$ cat config.mk
export PLATFORM = sky130hd
export DESIGN_NAME = pad_state_edge_event_encoder
export DESIGN_NICKNAME = d
export VERILOG_FILES = /design/src/rtl/core/psee_pkg.sv /design/src/rtl/core/psee_cmp_unit.sv /design/src/rtl/core/psee_ctrl.sv /design/src/rtl/core/pad_state_edge_event_encoder.sv
export SDC_FILE = /design/constraint.sdc
export NUM_CORES = 1
export LEC_CHECK = 0
export BUFFER_PORTS_ARGS = -buffer_cell sky130_fd_sc_hd__buf_2
export CAP_MARGIN = 0
export CORE_AREA = 2 2 182 201
export CTS_BUF_LIST = sky130_fd_sc_hd__clkbuf_4 sky130_fd_sc_hd__clkbuf_8 sky130_fd_sc_hd__clkbuf_16
export DETAILED_ROUTE_END_ITERATION = 8
export DIE_AREA = 0 0 184 203
export GPL_TIMING_DRIVEN = 0
export SYNTH_ARGS = -nofsm -noshare
export SYNTH_HDL_FRONTEND = slang
export SYNTH_HIERARCHICAL = 1
export SYNTH_SLANG_ARGS = --single-unit
$ cat constraint.sdc
create_clock -name clk -period 9.9 [get_ports clk]
set_clock_uncertainty 0.1 [all_clocks]
set_input_delay 1.485 -clock clk [delete_from_list [all_inputs] [get_ports clk]]
set_output_delay 1.485 -clock clk [all_outputs]
set_load 0.02 [all_outputs]
$ cat src/rtl/core/psee_pkg.sv
// Package for the gamepad edge-event encoder: payload types, state codes and constants.
`default_nettype none
package psee_pkg;

    localparam int NumChannels = 25;
    localparam int ChW         = 5;
    localparam int CmpSteps    = 10;
    localparam int StepW       = 4;
    localparam int AxisW       = 16;
    localparam int CmpW        = AxisW + 1;
    localparam int TrigThrW    = 8;
    localparam int StickThrW   = 15;
    localparam int CfgDataW    = 15;
    localparam int CfgIndexW   = 1;

    localparam logic [TrigThrW-1:0]  TrigThrReset  = 8'd64;
    localparam logic [StickThrW-1:0] StickThrReset = 15'd16384;

    // Register indexes on the configuration port
    localparam logic [CfgIndexW-1:0] RegTrigThr  = 1'd0;
    localparam logic [CfgIndexW-1:0] RegStickThr = 1'd1;

    // Channel numbers of the analog channels
    localparam logic [ChW-1:0] ChLt       = 5'd15;
    localparam logic [ChW-1:0] ChRt       = 5'd16;
    localparam logic [ChW-1:0] ChLsUp     = 5'd17;
    localparam logic [ChW-1:0] ChLsDown   = 5'd18;
    localparam logic [ChW-1:0] ChLsLeft   = 5'd19;
    localparam logic [ChW-1:0] ChLsRight  = 5'd20;
    localparam logic [ChW-1:0] ChRsUp     = 5'd21;
    localparam logic [ChW-1:0] ChRsDown   = 5'd22;
    localparam logic [ChW-1:0] ChRsLeft   = 5'd23;
    localparam logic [ChW-1:0] ChRsRight  = 5'd24;
    localparam logic [ChW-1:0] ChLastIdx  = 5'd24;

    typedef enum logic [1:0] {
        ST_IDLE,
        ST_CMP,
        ST_SCAN
    } state_t;

    typedef struct packed {
        logic        [31:0] time_ms;
        logic        [15:0] buttons;
        logic        [7:0]  trig_l;
        logic        [7:0]  trig_r;
        logic signed [15:0] left_x;
        logic signed [15:0] left_y;
        logic signed [15:0] right_x;
        logic signed [15:0] right_y;
    } in_item_t;

    typedef struct packed {
        logic [31:0]    event_time_ms;
        logic           pressed;
        logic [ChW-1:0] channel;
        logic           last;
    } out_item_t;

    // Operands for the shared compare unit: lhs >= rhs, signed
    typedef struct packed {
        logic signed [CmpW-1:0] lhs;
        logic signed [CmpW-1:0] rhs;
    } cmp_req_t;

endpackage
`default_nettype wire

$ cat src/rtl/core/psee_cmp_unit.sv
// Shared signed greater-or-equal compare unit.
`default_nettype none
module psee_cmp_unit (
    input  psee_pkg::cmp_req_t req,
    output logic               ge
);

    assign ge = ($signed(req.lhs) >= $signed(req.rhs));

endmodule
`default_nettype wire

$ cat src/rtl/core/psee_ctrl.sv
// Sequencer: builds the channel mask over the shared compare unit, then scans for edges.
`default_nettype none
module psee_ctrl (
    input  logic                                clk,
    input  logic                                rst_n,
    input  logic [psee_pkg::TrigThrW-1:0]       trig_thr,
    input  logic [psee_pkg::StickThrW-1:0]      stick_thr,
    input  logic                                in_valid,
    output logic                                in_stall,
    input  psee_pkg::in_item_t                  in_data,
    output logic                                out_valid,
    input  logic                                out_stall,
    output psee_pkg::out_item_t                 out_data,
    output psee_pkg::cmp_req_t                  cmp_req,
    input  logic                                cmp_ge
);

    localparam int CmpW = psee_pkg::CmpW;

    psee_pkg::state_t                     state_reg, state_next;
    logic [psee_pkg::StepW-1:0]           step_reg, step_next;
    logic [psee_pkg::ChW-1:0]             ch_reg, ch_next;
    logic [psee_pkg::NumChannels-1:0]     mask_reg, mask_next;
    logic [psee_pkg::NumChannels-1:0]     prev_reg, prev_next;
    logic [psee_pkg::NumChannels-1:0]     changed_reg, changed_next;
    psee_pkg::in_item_t                   sample_reg, sample_next;
    logic                                 out_valid_reg, out_valid_next;
    psee_pkg::out_item_t                  out_reg, out_next;

    logic                                 slot_free;
    logic                                 load;
    logic [psee_pkg::NumChannels-1:0]     ch_bit;
    logic [psee_pkg::NumChannels-1:0]     changed_left;
    logic [psee_pkg::ChW-1:0]             cmp_ch;
    logic signed [psee_pkg::CmpW-1:0]     thr_pos;
    logic signed [psee_pkg::CmpW-1:0]     thr_neg;
    logic signed [psee_pkg::CmpW-1:0]     axis;

    assign slot_free    = !out_valid_reg || !out_stall;
    assign ch_bit       = psee_pkg::NumChannels'(1) << ch_reg;
    assign changed_left = changed_reg & ~ch_bit;
    assign thr_pos      = {2'b00, stick_thr};
    assign thr_neg      = -thr_pos;

    always_ff @(posedge clk or negedge rst_n)
    begin
        if (!rst_n)
        begin
            state_reg     <= psee_pkg::ST_IDLE;
            step_reg      <= '0;
            ch_reg        <= '0;
            prev_reg      <= '0;
            changed_reg   <= '0;
            out_valid_reg <= 1'b0;
        end
        else
        begin
            state_reg     <= state_next;
            step_reg      <= step_next;
            ch_reg        <= ch_next;
            prev_reg      <= prev_next;
            changed_reg   <= changed_next;
            out_valid_reg <= out_valid_next;
        end
    end

    always_ff @(posedge clk)
    begin
        mask_reg   <= mask_next;
        sample_reg <= sample_next;
        out_reg    <= out_next;
    end

    // Operand selection for the current compare step
    always_comb
    begin
        axis        = '0;
        cmp_req.lhs = '0;
        cmp_req.rhs = '0;
        cmp_ch      = psee_pkg::ChLt;
        case (step_reg)
            4'd2, 4'd3: axis = CmpW'($signed(sample_reg.left_y));
            4'd4, 4'd5: axis = CmpW'($signed(sample_reg.left_x));
            4'd6, 4'd7: axis = CmpW'($signed(sample_reg.right_y));
            4'd8, 4'd9: axis = CmpW'($signed(sample_reg.right_x));
            default:    axis = '0;
        endcase
        case (step_reg)
            4'd0:
            begin
                cmp_req.lhs = {9'd0, sample_reg.trig_l};
                cmp_req.rhs = {9'd0, trig_thr};
                cmp_ch      = psee_pkg::ChLt;
            end
            4'd1:
            begin
                cmp_req.lhs = {9'd0, sample_reg.trig_r};
                cmp_req.rhs = {9'd0, trig_thr};
                cmp_ch      = psee_pkg::ChRt;
            end
            default:
            begin
                // Even steps test the positive direction, odd steps the negative
                if (step_reg[0] == 1'b0)
                begin
                    cmp_req.lhs = axis;
                    cmp_req.rhs = thr_pos;
                end
                else
                begin
                    cmp_req.lhs = thr_neg;
                    cmp_req.rhs = axis;
                end
                case (step_reg)
                    4'd2:    cmp_ch = psee_pkg::ChLsUp;
                    4'd3:    cmp_ch = psee_pkg::ChLsDown;
                    4'd4:    cmp_ch = psee_pkg::ChLsRight;
                    4'd5:    cmp_ch = psee_pkg::ChLsLeft;
                    4'd6:    cmp_ch = psee_pkg::ChRsUp;
                    4'd7:    cmp_ch = psee_pkg::ChRsDown;
                    4'd8:    cmp_ch = psee_pkg::ChRsRight;
                    default: cmp_ch = psee_pkg::ChRsLeft;
                endcase
            end
        endcase
    end

    always_comb
    begin
        state_next   = state_reg;
        step_next    = step_reg;
        ch_next      = ch_reg;
        mask_next    = mask_reg;
        prev_next    = prev_reg;
        changed_next = changed_reg;
        sample_next  = sample_reg;
        out_next     = out_reg;
        load         = 1'b0;

        case (state_reg)
            psee_pkg::ST_IDLE:
            begin
                if (in_valid)
                begin
                    sample_next = in_data;
                    // Drop the unnamed bit 11; A..Y move down to 11..14
                    mask_next   = {10'd0, in_data.buttons[15:12], in_data.buttons[10:0]};
                    step_next   = '0;
                    state_next  = psee_pkg::ST_CMP;
                end
            end
            psee_pkg::ST_CMP:
            begin
                mask_next = mask_reg
                          | (psee_pkg::NumChannels'(cmp_ge) << cmp_ch);
                if (step_reg == psee_pkg::StepW'(psee_pkg::CmpSteps - 1))
                begin
                    changed_next = mask_next ^ prev_reg;
                    prev_next    = mask_next;
                    ch_next      = '0;
                    state_next   = psee_pkg::ST_SCAN;
                end
                else
                begin
                    step_next = step_reg + 1'b1;
                end
            end
            psee_pkg::ST_SCAN:
            begin
                if (changed_reg == '0)
                begin
                    state_next = psee_pkg::ST_IDLE;
                end
                else if (changed_reg[ch_reg])
                begin
                    // Hold on this channel until the output slot frees up
                    if (slot_free)
                    begin
                        load                   = 1'b1;
                        out_next.event_time_ms = sample_reg.time_ms;
                        out_next.pressed       = mask_reg[ch_reg];
                        out_next.channel       = ch_reg;
                        out_next.last          = (changed_left == '0);
                        changed_next           = changed_left;
                        if (ch_reg != psee_pkg::ChLastIdx)
                        begin
                            ch_next = ch_reg + 1'b1;
                        end
                    end
                end
                else if (ch_reg != psee_pkg::ChLastIdx)
                begin
                    ch_next = ch_reg + 1'b1;
                end
            end
            default:
            begin
                state_next = psee_pkg::ST_IDLE;
            end
        endcase

        if (load)
        begin
            out_valid_next = 1'b1;
        end
        else if (!out_stall)
        begin
            out_valid_next = 1'b0;
        end
        else
        begin
            out_valid_next = out_valid_reg;
        end
    end

    assign in_stall  = (state_reg != psee_pkg::ST_IDLE);
    assign out_valid = out_valid_reg;
    assign out_data  = out_reg;

`ifndef NO_ASSERTIONS
    a_accept_starts_cmp: assert property (@(posedge clk) disable iff (!rst_n)
        (in_valid && !in_stall) |=> (state_reg == psee_pkg::ST_CMP && step_reg == '0))
        else $error("accepted transaction did not start the compare sequence");

    a_scan_mask_stored: assert property (@(posedge clk) disable iff (!rst_n)
        (state_reg == psee_pkg::ST_SCAN) |-> (prev_reg == mask_reg))
        else $error("previous mask not updated before scan");

    a_one_edge_per_load: assert property (@(posedge clk) disable iff (!rst_n)
        load |=> ($countones(changed_reg) == $countones($past(changed_reg)) - 1))
        else $error("emitted transaction did not retire exactly one changed channel");

    a_step_bound: assert property (@(posedge clk) disable iff (!rst_n)
        (state_reg == psee_pkg::ST_CMP) |->
            (step_reg <= psee_pkg::StepW'(psee_pkg::CmpSteps - 1)))
        else $error("compare step counter out of range");
`endif

endmodule
`default_nettype wire

$ cat src/rtl/core/pad_state_edge_event_encoder.sv
// Top level of the gamepad edge-event encoder: threshold registers and core wiring.
// Path: a sample accepted into the sample register walks the 10 compare steps, then the scan up
//   to the first changed channel loads its first event into the output register.
// Samples: a new sample is taken only once the previous one has finished its compare steps and
//   its scan, set by the single shared comparator and the one-channel-per-cycle scan (while the output is free).
// Reset (rst_n, async low): thresholds to 64 and 16384, previous mask to all released.
`default_nettype none
module pad_state_edge_event_encoder (
    input  logic                               clk,
    input  logic                               rst_n,
    // Configuration write port
    input  logic                               cfg_we,
    input  logic [psee_pkg::CfgIndexW-1:0]     cfg_index,
    input  logic [psee_pkg::CfgDataW-1:0]      cfg_data,
    // Sample channel
    input  logic                               in_valid,
    output logic                               in_stall,
    input  psee_pkg::in_item_t                 in_data,
    // Event channel
    output logic                               out_valid,
    input  logic                               out_stall,
    output psee_pkg::out_item_t                out_data
);

    logic [psee_pkg::TrigThrW-1:0]  trig_thr_reg, trig_thr_next;
    logic [psee_pkg::StickThrW-1:0] stick_thr_reg, stick_thr_next;

    psee_pkg::cmp_req_t cmp_req;
    logic               cmp_ge;

    // Threshold registers; write them only while no sample is in flight
    always_ff @(posedge clk or negedge rst_n)
    begin
        if (!rst_n)
        begin
            trig_thr_reg  <= psee_pkg::TrigThrReset;
            stick_thr_reg <= psee_pkg::StickThrReset;
        end
        else
        begin
            trig_thr_reg  <= trig_thr_next;
            stick_thr_reg <= stick_thr_next;
        end
    end

    always_comb
    begin
        trig_thr_next  = trig_thr_reg;
        stick_thr_next = stick_thr_reg;
        if (cfg_we)
        begin
            case (cfg_index)
                psee_pkg::RegTrigThr:  trig_thr_next  = cfg_data[psee_pkg::TrigThrW-1:0];
                psee_pkg::RegStickThr: stick_thr_next = cfg_data[psee_pkg::StickThrW-1:0];
                default:               ;
            endcase
        end
    end

    // Sequencer: loads the sample, walks the compare steps, then scans for edges
    psee_ctrl u_ctrl (
        .clk       (clk),
        .rst_n     (rst_n),
        .trig_thr  (trig_thr_reg),
        .stick_thr (stick_thr_reg),
        .in_valid  (in_valid),
        .in_stall  (in_stall),
        .in_data   (in_data),
        .out_valid (out_valid),
        .out_stall (out_stall),
        .out_data  (out_data),
        .cmp_req   (cmp_req),
        .cmp_ge    (cmp_ge)
    );

    // Single comparator shared by all trigger and stick direction tests
    psee_cmp_unit u_cmp (
        .req (cmp_req),
        .ge  (cmp_ge)
    );

endmodule
`default_nettype wire

Yosys cells after proc, flatten, opt, wreduce, memory -nomap -nowiden
Index checks and enable logic that the tools add are counted.
Word-level totals
  flip-flop bits (word level): 261
  input port bits: 149
  output and inout bits: 41
  logic and storage cells: 113
Operators by class
  add/sub/neg operators: 3
  $lt $le $gt $ge: 2
  eq/ne operators: 21
  shift-type cells: 2
  multiplexer cells: 35
  bitwise gates (word level): 6
  reductions and logical operators: 24
Operators by type and width (count)
  25-bit two-way mux: 5
  25-bit one-hot mux with 2 select lines: 2
  17-bit one-hot mux with 4 select lines: 1
  34-bit one-hot mux with 2 select lines: 1
  25-bit zero test: 2
  34-bit two-way mux: 1
  4-bit one-hot mux with 7 select lines: 1
  25-bit AND: 1
  5-bit two-way mux: 5
  25-bit NOT: 1
  25-bit OR: 1
  1-bit by 5-bit left shift with 25-bit output: 1
  1-bit by 5-bit left shift with 25-bit output (first input constant): 1
  25-bit bitwise XOR: 1
  5-bit one-hot mux with 2 select lines: 2
  17-bit >= comparator: 1
  15-bit negator with 17-bit output: 1
  4-bit by 3-bit equality test with 1-bit output (second input constant): 4
  1-bit binary-select mux with 5-bit select: 2
  2-bit by 1-bit != test with 1-bit output (second input constant): 5
  2-bit AND reduction: 5
  4-bit by 2-bit equality test with 1-bit output (second input constant): 2
  4-bit equality test (second input constant): 2
  1-bit two-way mux: 8
  other kinds (23): 37

Logic depth before layout (Yosys ltp)
Gate-level depths: netlist of run 1.
  depth in word-level cells: 11
  depth in mapped cells: 23
  depth with buffers taken out: 19

Modules after synthesis
The synthesis of run 1 kept the hierarchy.
Modules (own cells, without submodules)
  psee_ctrl: times used 1, cells each 921, area each 10886.7 µm², sequential area each 6836.6 µm²
  pad_state_edge_event_encoder: times used 1, cells each 50, area each 862.1 µm², sequential area each 578.1 µm²
  psee_cmp_unit: times used 1, cells each 61, area each 451.7 µm², sequential area each 0.0 µm²

Worst setup path before layout of run 1
OpenSTA, ideal clock, no wires.
  kind: input -> register
  from: input in_valid
  to: register u_ctrl/sample_reg[0] in the netlist's numbering, enable pin
  data arrival time: 6212 ps
  data required time: 9213 ps
  path slack: 3001 ps
  cell stages on the path: 2
  path buffers: 0
  cell sequence: inv_1 nor2_1
Between the ends
  word-level cells in the longest chain between the ends: 1
RTL lines
  start, declared: RTL line pad_state_edge_event_encoder.sv:16  | input logic in_valid,
  2-bit AND reduction (no source line)
  end signal, assigned: RTL line psee_ctrl.sv:70  | sample_reg <= sample_next;
  end, declared: RTL line psee_ctrl.sv:26  | psee_pkg::in_item_t sample_reg, sample_next;
Every way passes these cells.
A chain may end at the register's enable or synchronous reset.

==> key figures, run 1 <==
Yosys
  – Synthesized net count: around 1200
  – Largest family of logic cells by synthesized area: compound AO/OA/AOI/OAI gates
  – Yosys top cell by area: edfxtp_1
  – Post-synthesis sequential area ratio: between 60% and 70%
  – XOR/XNOR Fraction of Synth Area: between 2 and 3%
  – Top post-synthesis cells by area: edfxtp_1 (43%), dfrtp_1 (17%), nand2_1 (4.6%)
  – Synthesis-stage register bit count: 261
  – Synth Area in Adders: between 2 and 3%
  – Cell Area, Synth: approximately 12000 um^2
  – Synth Area in Compound Gates: around an eighth
  – Post-synthesis cell count: 1032
  – Async SR Flop Fraction: 32.57%
  – Fraction of the mapped netlist area in simple logic gates: between 10% and 20%
  – Post-synth EDFFs: 176
  – Synth warn: 6
  – Share of the synthesized area in the top cell type: between 40% and 50%
  – Post-Synthesis Mean Instance Area: approximately 12 um^2
  – Yosys cell types: a little over 70
  – Top_reg_cell synth: edfxtp_1
  – Multiplexer share of the synthesized area: about 5.8%

Flow run
  – Max_cap viols: 0

Placement
  – Dpl ws: 3.500 ns
  – Placer congestion estimate: 0.9269
  – Post-detail-place hpwl: approximately 24000 um
  – Post-DP Area: about 14000 um^2
  – Port Buffers: approximately 190

Floorplan
  – Die area: 37350 um^2
  – DIE WIDTH: around 180 um
  – Die Ht: about 200 um
  – Initial Util: 34.73%
  – Placement Rows: 72
  – Core area: ~35000 um^2
  – I/O pin cnt: 190

Pwr
  – PD cells: a little over 300 nW/um^2
  – VDD IR-drop max: around 0.00017 V
  – Power Total: approximately 0.0046 W
  – Leak: ~6.0 nW

CTS
  – Latest clock arrival within the worst-skew pair: ~0.56 ns
  – Hold-fix buffers, CTS: 0
  – Setup Fix Bufs, Post-CTS: 0
  – CTS tree: yes
  – Root cell of the clock tree: clkbuf_16
  – Clock net sink count: 261
  – Post-CTS Resized: 0
  – CTS Buffer Depth: 3
  – H-tree Lvls: 1
  – CTS Buf Count: 28
  – Clock slew at reported path FFs: roughly 0.060 ns

Min path
  – Hold Path Depth: 0
  – HP Class: flip-flop to flip-flop
  – HP Start: u_ctrl/sample_reg[120]

Critical path
  – CP Launch Point: u_ctrl/step_reg[0]
  – Critical path peak fanout: 11
  – Crit path arrival time: between 6 and 7 ns
  – Max incr delay on CP: about 0.7 ns
  – CP Class: flip-flop to flip-flop
  – Worst setup EP type: flip-flop
  – Top delay family on crit path: buffers and inverters
  – Cell seen most often among critical-path stages: clkbuf_1
  – Crit path depth: 22
  – CP required: 10.24 ns
  – Worst R2R Start: u_ctrl/step_reg[0]
  – Critical path cell sequence: clkbuf_1 > inv_2 > clkbuf_1 > ha_1 > clkbuf_1 > nor2_1 > nor3_1 > buf_2 > a22oi_1 > nand2_1 > nor2_1 > nor3_1 > inv_1 > ha_1 > a21oi_1 > o21ai_0 > a41oi_1 > o21ai_1 > nand3_1 > a21oi_1 > mux2_2 > o31a_1
  – Slowest-stage cell, CP: nor3_1
  – R2R depth: 22
  – CP startpoint kind: flip-flop
  – FF-to-FF setup slack: roughly 3.4 ns
  – Buf/Inv on CP: 6

Detailed routing
  – DR vias: 8870
  – Post-Route WL: 32450 um
  – Initial DRC Count: 570
  – TritonRoute pass-1 iters: 5
  – Drt wl/cell: around 19 um
  – Final antenna-violating net count: 0
  – DRC viols: 0
  – Via density: a little over 5

Cells and area
  – Final net count: between 1000 and 1500
  – Share of post-route cells with drive strength above 1: around a quarter
  – Area of the multi-input gates: about 4400 um^2
  – Antenna diodes: 0
  – Fillers: 3341
  – Reg area: 7415 um^2
  – Max reg flops: between 100 and 150
  – Area delta synth->final: 22.21%
  – Post-route cell area: about 15000 um^2

GRT
  – Via count of the first global-routing pass: a little over 9000
  – Initial antenna violation count: 0
  – First-pass GRT wire length: between 50000 and 60000 um
  – Largest net degree at the start of global routing: 61
  – Grt total ovfl: 0
  – Overall Global Routing Usage: about 18%

Timing
  – Endpoints failing setup: 0
  – Final Cycle Share: around two thirds
  – Measured slew at the worst slew-check pin: between 0.9 and 1 ns
  – RSZ-0062 raised after global routing: false
  – Post-layout min period: 6.464 ns
  – Relative slew slack: between 30% and 40%
  – Fmax: 154.7 MHz
  – Final Hold Viols: 0
  – Setup WS post-layout: ~3.4 ns
  – Setup TNS: 0 ns
  – Slew Viols, Final: 0

Status
  – Run status: complete, no violations
[worst paths after layout]
path,end
setup / recovery,u_ctrl/changed_reg[18]
hold reg to reg,u_ctrl/out_data[31]
min in group asynchronous,u_ctrl/ch_reg[4]
max in group asynchronous,stick_thr_reg[14]
hold / removal,u_ctrl/out_data[31]
setup reg to reg,u_ctrl/changed_reg[18]
[placed cells by master, fill, tap and decap left out, types with 4 or more instances in the layout]
master,synthesis,final
mux4_2,9,9
edfxtp_1,176,176
or2_2,4,4
nand3_1,18,18
nand4_1,6,6
nor2b_1,12,12
nor3_1,21,20
o21ai_2,13,14
a211oi_1,7,7
clkbuf_1,36,36
nor4_1,10,10
inv_1,36,36
dfrtp_1,83,83
o21ai_1,17,17
a22oi_1,39,39
a21oi_1,35,35
a41oi_1,4,4
clkbuf_4,0,5
xnor2_1,23,23
xor2_1,12,12
mux2_1,10,10
nand2b_1,8,8
ha_1,28,28
buf_2,8,195
clkbuf_16,0,29
nand2_1,148,148
nand3b_1,7,7
buf_6,3,6
a31oi_1,17,17
mux2i_1,15,15
mux2_2,17,17
buf_1,7,7
o21ai_0,63,62
clkbuf_8,0,6
nor2_1,68,67
o22ai_1,16,16
nor3b_1,4,4
[report_power, final]
part           switching [W]  internal, W
clock               0.000432     0.000677
sequential          0.000215      0.00148
combinational        0.00112     0.000707
total                0.00177      0.00286
[cells by family (layout without fill, tap and decap cells)]
kind of cell / Yosys count / count (layout)
compound gates: 242 / 242
buf+inv: 92 / 341
xor+xnor: 35 / 35
mux: 53 / 53
flops: 261 / 261
simple gates: 321 / 321
fa+ha+maj: 28 / 28
[metal layers]
layer | track usage [%] | vias to the layer above | wire length, um | part of all wire (%)
li1 | - | 4250 | - | -
met1 | 22.09 | 4286 | 13690 | 42
met2 | 29.64 | 277 | 15720 | 48
met3 | 2.906 | 57 | 1742 | 5.4
met4 | 7.714 | 0 | 1296 | 4.0
met5 | 0 | - | 0 | 0
[through the flow]
stage	hold WS, ns	instances	util, %
after detailed placement	0.3045	1673	39.54
after global routing	0.3245	1725	42.44
after floorplan	0.3003	1032	-
after global placement	0.3003	1664	38.99
after CTS	0.3178	1725	42.44
final	0.3174	1725	42.44
[area by class of cell]
class / instances / area share (%)
Clock inverter: 12 / 1.158
Inverter: 37 / 0.9314
Sequential cell: 261 / 49.73
Tap cell: 444 / 3.726
Multi-Input combinational cell: 679 / 29.65
Buffer: 55 / 1.628
Timing Repair Buffer: 197 / 7.510
Clock buffer: 40 / 5.673
[Yosys cell counts (all sizes together), types with 3 or more instances]
cell type / instances
a211oi: 9
a21oi: 35
a22oi: 39
a31oi: 19
a41oi: 4
buf: 19
clkbuf: 36
dfrtp: 83
edfxtp: 176
ha: 28
inv: 37
mux2: 27
mux2i: 15
mux4: 11
nand2: 149
nand2b: 8
nand3: 18
nand3b: 7
nand4: 6
nor2: 68
nor2b: 13
nor3: 21
nor3b: 4
nor4: 11
o211ai: 3
o21ai: 93
o22ai: 16
or2: 4
xnor2: 23
xor2: 12
Note: power is estimated with default switching activity, not from simulation.
==> inputs of run 2 (changes only) <==
==> constraint.sdc (replaced) <==
create_clock -name clk -period 5.26 [get_ports clk]
set_clock_uncertainty 0.1 [all_clocks]
set_input_delay 0.789 -clock clk [delete_from_list [all_inputs] [get_ports clk]]
set_output_delay 0.789 -clock clk [all_outputs]
set_load 0.02 [all_outputs]
==> run 2 against run 1 <==
  * Global-route usage shrank 0.067 points
  * Combinational power grew 92%
  * Non-clock buffer count shrank 1
  * Core utilization grew 0.20 points
  * Register-to-register slack got worse by 3.0 ns
  * Maximum frequency is 34% higher
  * Sequential share of layout area down 0.24 points
==> key figures, run 2 (synthesized netlist as in run 1, its figures left out) <==
Pwr
  – VDD IR-drop max: 0.0003134 V
  – Switching pwr: 0.003364 W
  – Power share of the clock group: 23.8%
  – Internal: between 0.005 and 0.006 W
  – Sw Share: about two fifths
  – Sequential fraction of design power: a little over a third
  – Power Total: ~0.0088 W
  – PD cells: about 590 nW/um^2
  – Comb power frac: approximately 40%
  – Leak: 6.002 nW

Status
  – Run status: complete, no violations

Floorplan
  – I/O pin cnt: 190
  – Core area: between 30000 and 40000 um^2
  – Die Ht: 203 um
  – Die area: 37350 um^2
  – Placement Rows: 72
  – DIE WIDTH: approximately 180 um
  – Initial Util: a little over a third

Placement
  – Placer congestion estimate: ~0.93
  – Post-DP Area: roughly 14000 um^2
  – Dpl ws: -1.038 ns
  – Post-detail-place hpwl: ~25000 um
  – Port Buffers: 188

Cells and area
  – Most frequent cells in the layout: buf_2 (195), edfxtp_1 (176), nand2_1 (148), dfrtp_1 (83)
  – Commonest non-fill, non-tap cell in the layout: buf_2
  – Area delta synth->final: 22.80%
  – Fillers: ~3300
  – Final net count: around 1400
  – Post-route cell area: 14980 um^2
  – Antenna diodes: 0
  – Max reg flops: 112
  – Share of post-route cells with drive strength above 1: a little over a quarter
  – Finished Core Util: between 40% and 50%

Critical path
  – Reg2Reg Capture Point: u_ctrl/changed_reg[18]
  – Top delay family on crit path: simple AND/OR/NAND/NOR gates
  – Critical path peak fanout: 11
  – CP Class: flip-flop to flip-flop
  – Crit path arrival time: 5.17 ns
  – CP startpoint kind: flip-flop
  – Slowest-stage cell, CP: dfrtp_1
  – R2R depth: 21
  – Max incr delay on CP: 0.41 ns
  – CP required: 5.59 ns
  – Worst R2R Start: u_ctrl/step_reg[0]
  – FF-to-FF setup slack: roughly 0.42 ns
  – Worst setup EP type: flip-flop
  – Buf/Inv on CP: 5
  – Critical path cell sequence: clkbuf_2 > inv_4 > clkbuf_4 > ha_2 > nor2_4 > nor2_4 > buf_2 > a22oi_1 > nand2_1 > nor2_1 > nor3_1 > inv_1 > ha_1 > nand3_1 > nor4_2 > o211ai_1 > o21ai_2 > nand3_1 > a21oi_2 > mux2_2 > o31a_1

Min path
  – HP Class: input port to async pin

Detailed routing
  – Final antenna-violating net count: 0
  – DRC viols: 0
  – Via density: 5.170
  – Post-Route WL: 32490 um
  – DR vias: slightly below 9000
  – Drt wl/cell: 18.86 um
  – Initial DRC Count: between 500 and 600
  – TritonRoute pass-1 iters: 5

CTS
  – CTS tree: yes
  – Clock net sink count: around 260
  – Latest clock arrival within the worst-skew pair: between 0.5 and 0.6 ns
  – CTS Buffer Depth: 3
  – Root cell of the clock tree: clkbuf_16
  – Clock slew at reported path FFs: 0.06 ns
  – CTS Buf Count: 28
  – Hold-fix buffers, CTS: 0
  – H-tree Lvls: 1

Timing
  – Fmax: approximately 210 MHz
  – Relative slew slack: 39.66%
  – Measured slew at the worst slew-check pin: 0.8956 ns
  – Endpoints failing setup: 0
  – Final Cycle Share: between 90% and 100%
  – Setup WS post-layout: between 0.4 and 0.5 ns
  – WHS: between 0.1 and 0.15 ns
  – Final Hold Viols: 0
  – Slew Viols, Final: 0
  – Post-layout min period: about 4.8 ns

GRT
  – Initial antenna violation count: 0
  – Via count of the first global-routing pass: between 8000 and 9000
  – Overall Global Routing Usage: ~17%
  – Grt total ovfl: 0
  – Largest net degree at the start of global routing: 49
  – First-pass GRT wire length: roughly 51000 um

Flow run
  – Max_cap viols: 0
## run 2: power by group through the flow
stage               Clock [W]  Combinational, W  Sequential, W
floorplan                   0           0.00244        0.00310
global placement            0           0.00332        0.00325
detailed placement          0           0.00342        0.00324
CTS                   0.00216           0.00350        0.00320
global route          0.00225           0.00393        0.00326
finish                0.00209           0.00352        0.00320
## run 2: worst max path at each step
stage | startpoint | end | cells past startpoint
finish | u_ctrl/step_reg[0] | u_ctrl/changed_reg[18] | 21
global route | u_ctrl/step_reg[0] | u_ctrl/changed_reg[18] | 21
CTS | u_ctrl/step_reg[0] | u_ctrl/changed_reg[18] | 21
detailed placement | u_ctrl/step_reg[0] | u_ctrl/changed_reg[18] | 22
global placement | u_ctrl/step_reg[0] | u_ctrl/changed_reg[18] | 22
floorplan | u_ctrl/step_reg[0] | u_ctrl/changed_reg[18] | 22
## run 2: worst register-to-register path, cell delays in order (launching register included)
cell	delay, ns
dfrtp_1	0.41
clkbuf_2	0.20
inv_4	0.16
clkbuf_4	0.25
ha_2	0.31
nor2_4	0.09
nor2_4	0.24
buf_2	0.29
a22oi_1	0.13
nand2_1	0.15
nor2_1	0.07
nor3_1	0.13
inv_1	0.06
ha_1	0.32
nand3_1	0.10
nor4_2	0.31
o211ai_1	0.18
o21ai_2	0.16
nand3_1	0.20
a21oi_2	0.23
mux2_2	0.36
o31a_1	0.27
## run 2: through the flow
| step | cells | TNS (ns) |
|---|---|---|
| 4_1_cts | 1722 | 0 |
| 6_report | 1723 | 0 |
| 2_1_floorplan | 1032 | 0 |
| 3_3_place_gp | 1664 | -110.52 |
| 3_5_place_dp | 1673 | -17.67 |
| 5_1_grt | 1723 | -0.0007825 |
## run 2: layout make-up
| class | count | area (um^2) | area share (%) |
|---|---|---|---|
| Sequential cell | 261 | 7415 | 49.49 |
| Multi-Input combinational cell | 679 | 4492 | 29.98 |
| Clock inverter | 15 | 222.7 | 1.487 |
| Buffer | 53 | 249.0 | 1.662 |
| Tap cell | 444 | 555.5 | 3.708 |
| Inverter | 37 | 141.4 | 0.9437 |
| Clock buffer | 36 | 779.5 | 5.203 |
| Timing Repair Buffer | 198 | 1127 | 7.525 |
## run 2: what timing repair did
action / 4_1_cts / 5_1_grt
pin swaps: 0 / 1
setup endpoints to repair: 29 / 13
setup buffers: 0 / 1
gates resized for setup: 21 / 8
## run 2: routing by layer
| metal | wire length (um) | track usage, % | up-vias |
|---|---|---|---|
| li1 | - | - | 4256 |
| met1 | 13580 | 21.95 | 4251 |
| met2 | 15810 | 29.95 | 327 |
| met3 | 1850 | 2.691 | 74 |
| met4 | 1244 | 7.257 | 0 |
| met5 | 0 | 0 | - |
==> inputs of run 3 (changes only) <==
--- a/config.mk
+++ b/config.mk
@@ -7,11 +7,14 @@
 export LEC_CHECK = 0
 export BUFFER_PORTS_ARGS = -buffer_cell sky130_fd_sc_hd__buf_2
 export CAP_MARGIN = 0
+export CELL_PAD_IN_SITES_DETAIL_PLACEMENT = 0
+export CELL_PAD_IN_SITES_GLOBAL_PLACEMENT = 1
 export CORE_AREA = 2 2 182 201
 export CTS_BUF_LIST = sky130_fd_sc_hd__clkbuf_4 sky130_fd_sc_hd__clkbuf_8 sky130_fd_sc_hd__clkbuf_16
 export DETAILED_ROUTE_END_ITERATION = 8
 export DIE_AREA = 0 0 184 203
 export GPL_TIMING_DRIVEN = 0
+export PLACE_DENSITY_LB_ADDON = 0.1
 export SYNTH_ARGS = -nofsm -noshare
 export SYNTH_HDL_FRONTEND = slang
 export SYNTH_HIERARCHICAL = 1
==> constraint.sdc (replaced) <==
create_clock -name clk -period 6.1 [get_ports clk]
set_clock_uncertainty 0.1 [all_clocks]
set_input_delay 0.915 -clock clk [delete_from_list [all_inputs] [get_ports clk]]
set_output_delay 0.915 -clock clk [all_outputs]
set_load 0.02 [all_outputs]
==> run 3 against run 2 <==
  * Cell area down 0.69%
  * Total power down 15%
  * Count of clock-buffer cells in the layout up 9
  * Critical path depth up 1
  * First-iteration DRC count is 2.3% lower
  * Combinational power decreased by 14%
  * Sequential power fell by 14%
  * Wire length increased by 4.3%
  * Die area stayed put
  * Global-route usage grew 0.94 points
  * Worst setup slack better by 0.15 ns
  * Clock power shrank 16%
  * Critical endpoint unchanged
  * Largest cell class unchanged
==> key figures, run 3 (synthesized netlist as in run 1, its figures left out) <==
Status
  – Run status: complete, no violations

Placement
  – Placer congestion estimate: 0.9246
  – Post-DP Area: 13870 um^2
  – Placed Cells: between 1500 and 2000
  – Port Buffers: 188
  – Dpl ws: -0.7671 ns
  – Post-detail-place hpwl: between 20000 and 30000 um

Floorplan
  – Initial Util: between 30% and 40%
  – Core area: 35130 um^2
  – Die area: 37350 um^2
  – Placement Rows: 72
  – Die Ht: between 200 and 250 um
  – I/O pin cnt: 190
  – DIE WIDTH: between 150 and 200 um

Timing
  – Relative slew slack: between 30% and 40%
  – Final Cycle Share: between 90% and 100%
  – Setup WS post-layout: between 0.5 and 0.6 ns
  – Slew Viols, Final: 0
  – Endpoints failing setup: 0
  – Final Hold Viols: 0
  – Post-layout min period: 5.524 ns
  – Measured slew at the worst slew-check pin: approximately 0.9 ns
  – Fmax: between 150 and 200 MHz
  – RSZ-0062 raised after global routing: false

Pwr
  – Sw Share: between 30% and 40%
  – Comb power frac: approximately 40%
  – VDD IR-drop max: roughly 0.00022 V
  – Power share of the clock group: approximately a quarter
  – Switching pwr: about 0.0029 W
  – Leak: roughly 6 nW
  – PD cells: between 500 and 600 nW/um^2
  – Internal: roughly 0.0046 W
  – Power Total: ~0.0075 W
  – Sequential fraction of design power: a little over a third

Critical path
  – Top delay family on crit path: buffers and inverters
  – CP Class: flip-flop to flip-flop
  – Critical path peak fanout: 11
  – CP startpoint kind: flip-flop
  – Slowest-stage cell, CP: dfrtp_1
  – Worst setup EP type: flip-flop
  – Max incr delay on CP: approximately 0.40 ns
  – Buf/Inv on CP: 6
  – Crit path arrival time: a little under 6 ns
  – CP required: ~6.5 ns
  – Critical path cell sequence: clkbuf_2 > inv_2 > clkbuf_2 > ha_1 > clkbuf_1 > nor2_1 > nor2_4 > clkbuf_2 > a22oi_1 > nand3_1 > o21ai_0 > o21ai_0 > inv_1 > ha_1 > nand4_1 > o21ai_0 > o211ai_1 > o21ai_2 > nand3_1 > a21oi_2 > mux2_2 > o31a_1

CTS
  – Root cell of the clock tree: clkbuf_16
  – CTS Buf Count: 29
  – CTS Buffer Depth: 3
  – Clock net sink count: between 200 and 300
  – CTS tree: yes
  – Latest clock arrival within the worst-skew pair: about 0.57 ns
  – Clock slew at reported path FFs: about 0.060 ns
  – H-tree Lvls: 1

Cells and area
  – Area delta synth->final: 21.95%
  – Max reg flops: approximately 110
  – Post-route cell area: 14880 um^2
  – Post-route insts no fill: about 1700
  – Most frequent cells in the layout: buf_2 (195), edfxtp_1 (176), nand2_1 (148), dfrtp_1 (83), nor2_1 (64)
  – Final net count: ~1400
  – Finished Core Util: between 40% and 50%
  – Commonest non-fill, non-tap cell in the layout: buf_2
  – Share of post-route cells with drive strength above 1: 25.76%

Detailed routing
  – DR vias: 8811
  – Via density: 5.105
  – TritonRoute pass-1 iters: 5
  – Drt wl/cell: between 15 and 20 um
  – Initial DRC Count: 513
  – Final antenna-violating net count: 0
  – Post-Route WL: 33890 um
  – DRC viols: 0

GRT
  – Initial antenna violation count: 2
  – Grt total ovfl: 0
  – Largest net degree at the start of global routing: 63
  – Via count of the first global-routing pass: between 9000 and 10000
  – First-pass GRT wire length: 52760 um
  – Overall Global Routing Usage: between 10% and 20%

Min path
  – HP Class: input port to async pin

Flow run
  – Max_cap viols: 0
run 3: final timing paths:
check | start | end | slack, ns | cells after the start
setup / recovery | u_ctrl/step_reg[0] | u_ctrl/changed_reg[18] | 0.58 | 22
hold / removal | rst_n | trig_thr_reg[1] | 0.15 | 1
setup reg to reg | u_ctrl/step_reg[0] | u_ctrl/changed_reg[18] | 0.58 | 22
hold reg to reg | u_ctrl/sample_reg[98] | u_ctrl/out_data[9] | 0.32 | 0
max in group asynchronous | rst_n | u_ctrl/changed_reg[9] | 5.10 | 2
min in group clk | u_ctrl/sample_reg[98] | u_ctrl/out_data[9] | 0.32 | 0
run 3: power groups by stage:
stage                     clock network (W)  logic (W)  registers [W]
after floorplan                           0    0.00211        0.00267
after global placement                    0    0.00295        0.00280
after detailed placement                  0    0.00300        0.00278
after CTS                           0.00181    0.00303        0.00275
after global routing                0.00187    0.00340        0.00281
final                               0.00175    0.00301        0.00275
run 3: routing by layer:
layer  global-route usage (%)  vias up  wire, um
li1                         -     4262         -
met1                    22.53     4254     13860
met2                    32.33      215     17250
met3                    2.457       78      1331
met4                    8.057        2      1432
met5                        0        -        13
run 3: stage by stage:
stage          TNS (ns)  hold slack [ns]
2_1_floorplan         0           0.3003
3_3_place_gp     -27.73           0.3002
3_5_place_dp     -6.333           0.3045
4_1_cts               0           0.1419
5_1_grt               0           0.1595
6_report              0           0.1540
run 3: worst register-to-register path: stages (launching register included):
cell	delay [ns]
dfrtp_1	0.40
clkbuf_2	0.22
inv_2	0.25
clkbuf_2	0.33
ha_1	0.20
clkbuf_1	0.32
nor2_1	0.20
nor2_4	0.31
clkbuf_2	0.36
a22oi_1	0.21
nand3_1	0.13
o21ai_0	0.08
o21ai_0	0.19
inv_1	0.07
ha_1	0.29
nand4_1	0.11
o21ai_0	0.23
o211ai_1	0.13
o21ai_2	0.17
nand3_1	0.23
a21oi_2	0.24
mux2_2	0.37
o31a_1	0.27
run 3: cell type report:
class / count / area (um^2)
plain buffers: 54 / 244.0
fillers: 3419 / 20260
inverters: 37 / 138.9
repair buffers: 197 / 1096
well taps: 444 / 555.5
diodes: 1 / 2.502
multi-input cells: 679 / 4457
flip-flops and latches: 261 / 7415
clock buffers: 45 / 889.6
clock inverters: 8 / 80.08
run 3: repair_timing:
| item | 4_1_cts | 5_1_grt |
|---|---|---|
| hold buffers | 0 | 0 |
| endpoints found under the setup margin | 29 | 6 |
| hold endpoints to repair | 0 | 0 |
| gates resized for setup | 7 | 7 |
| buffers inserted | 0 | 0 |
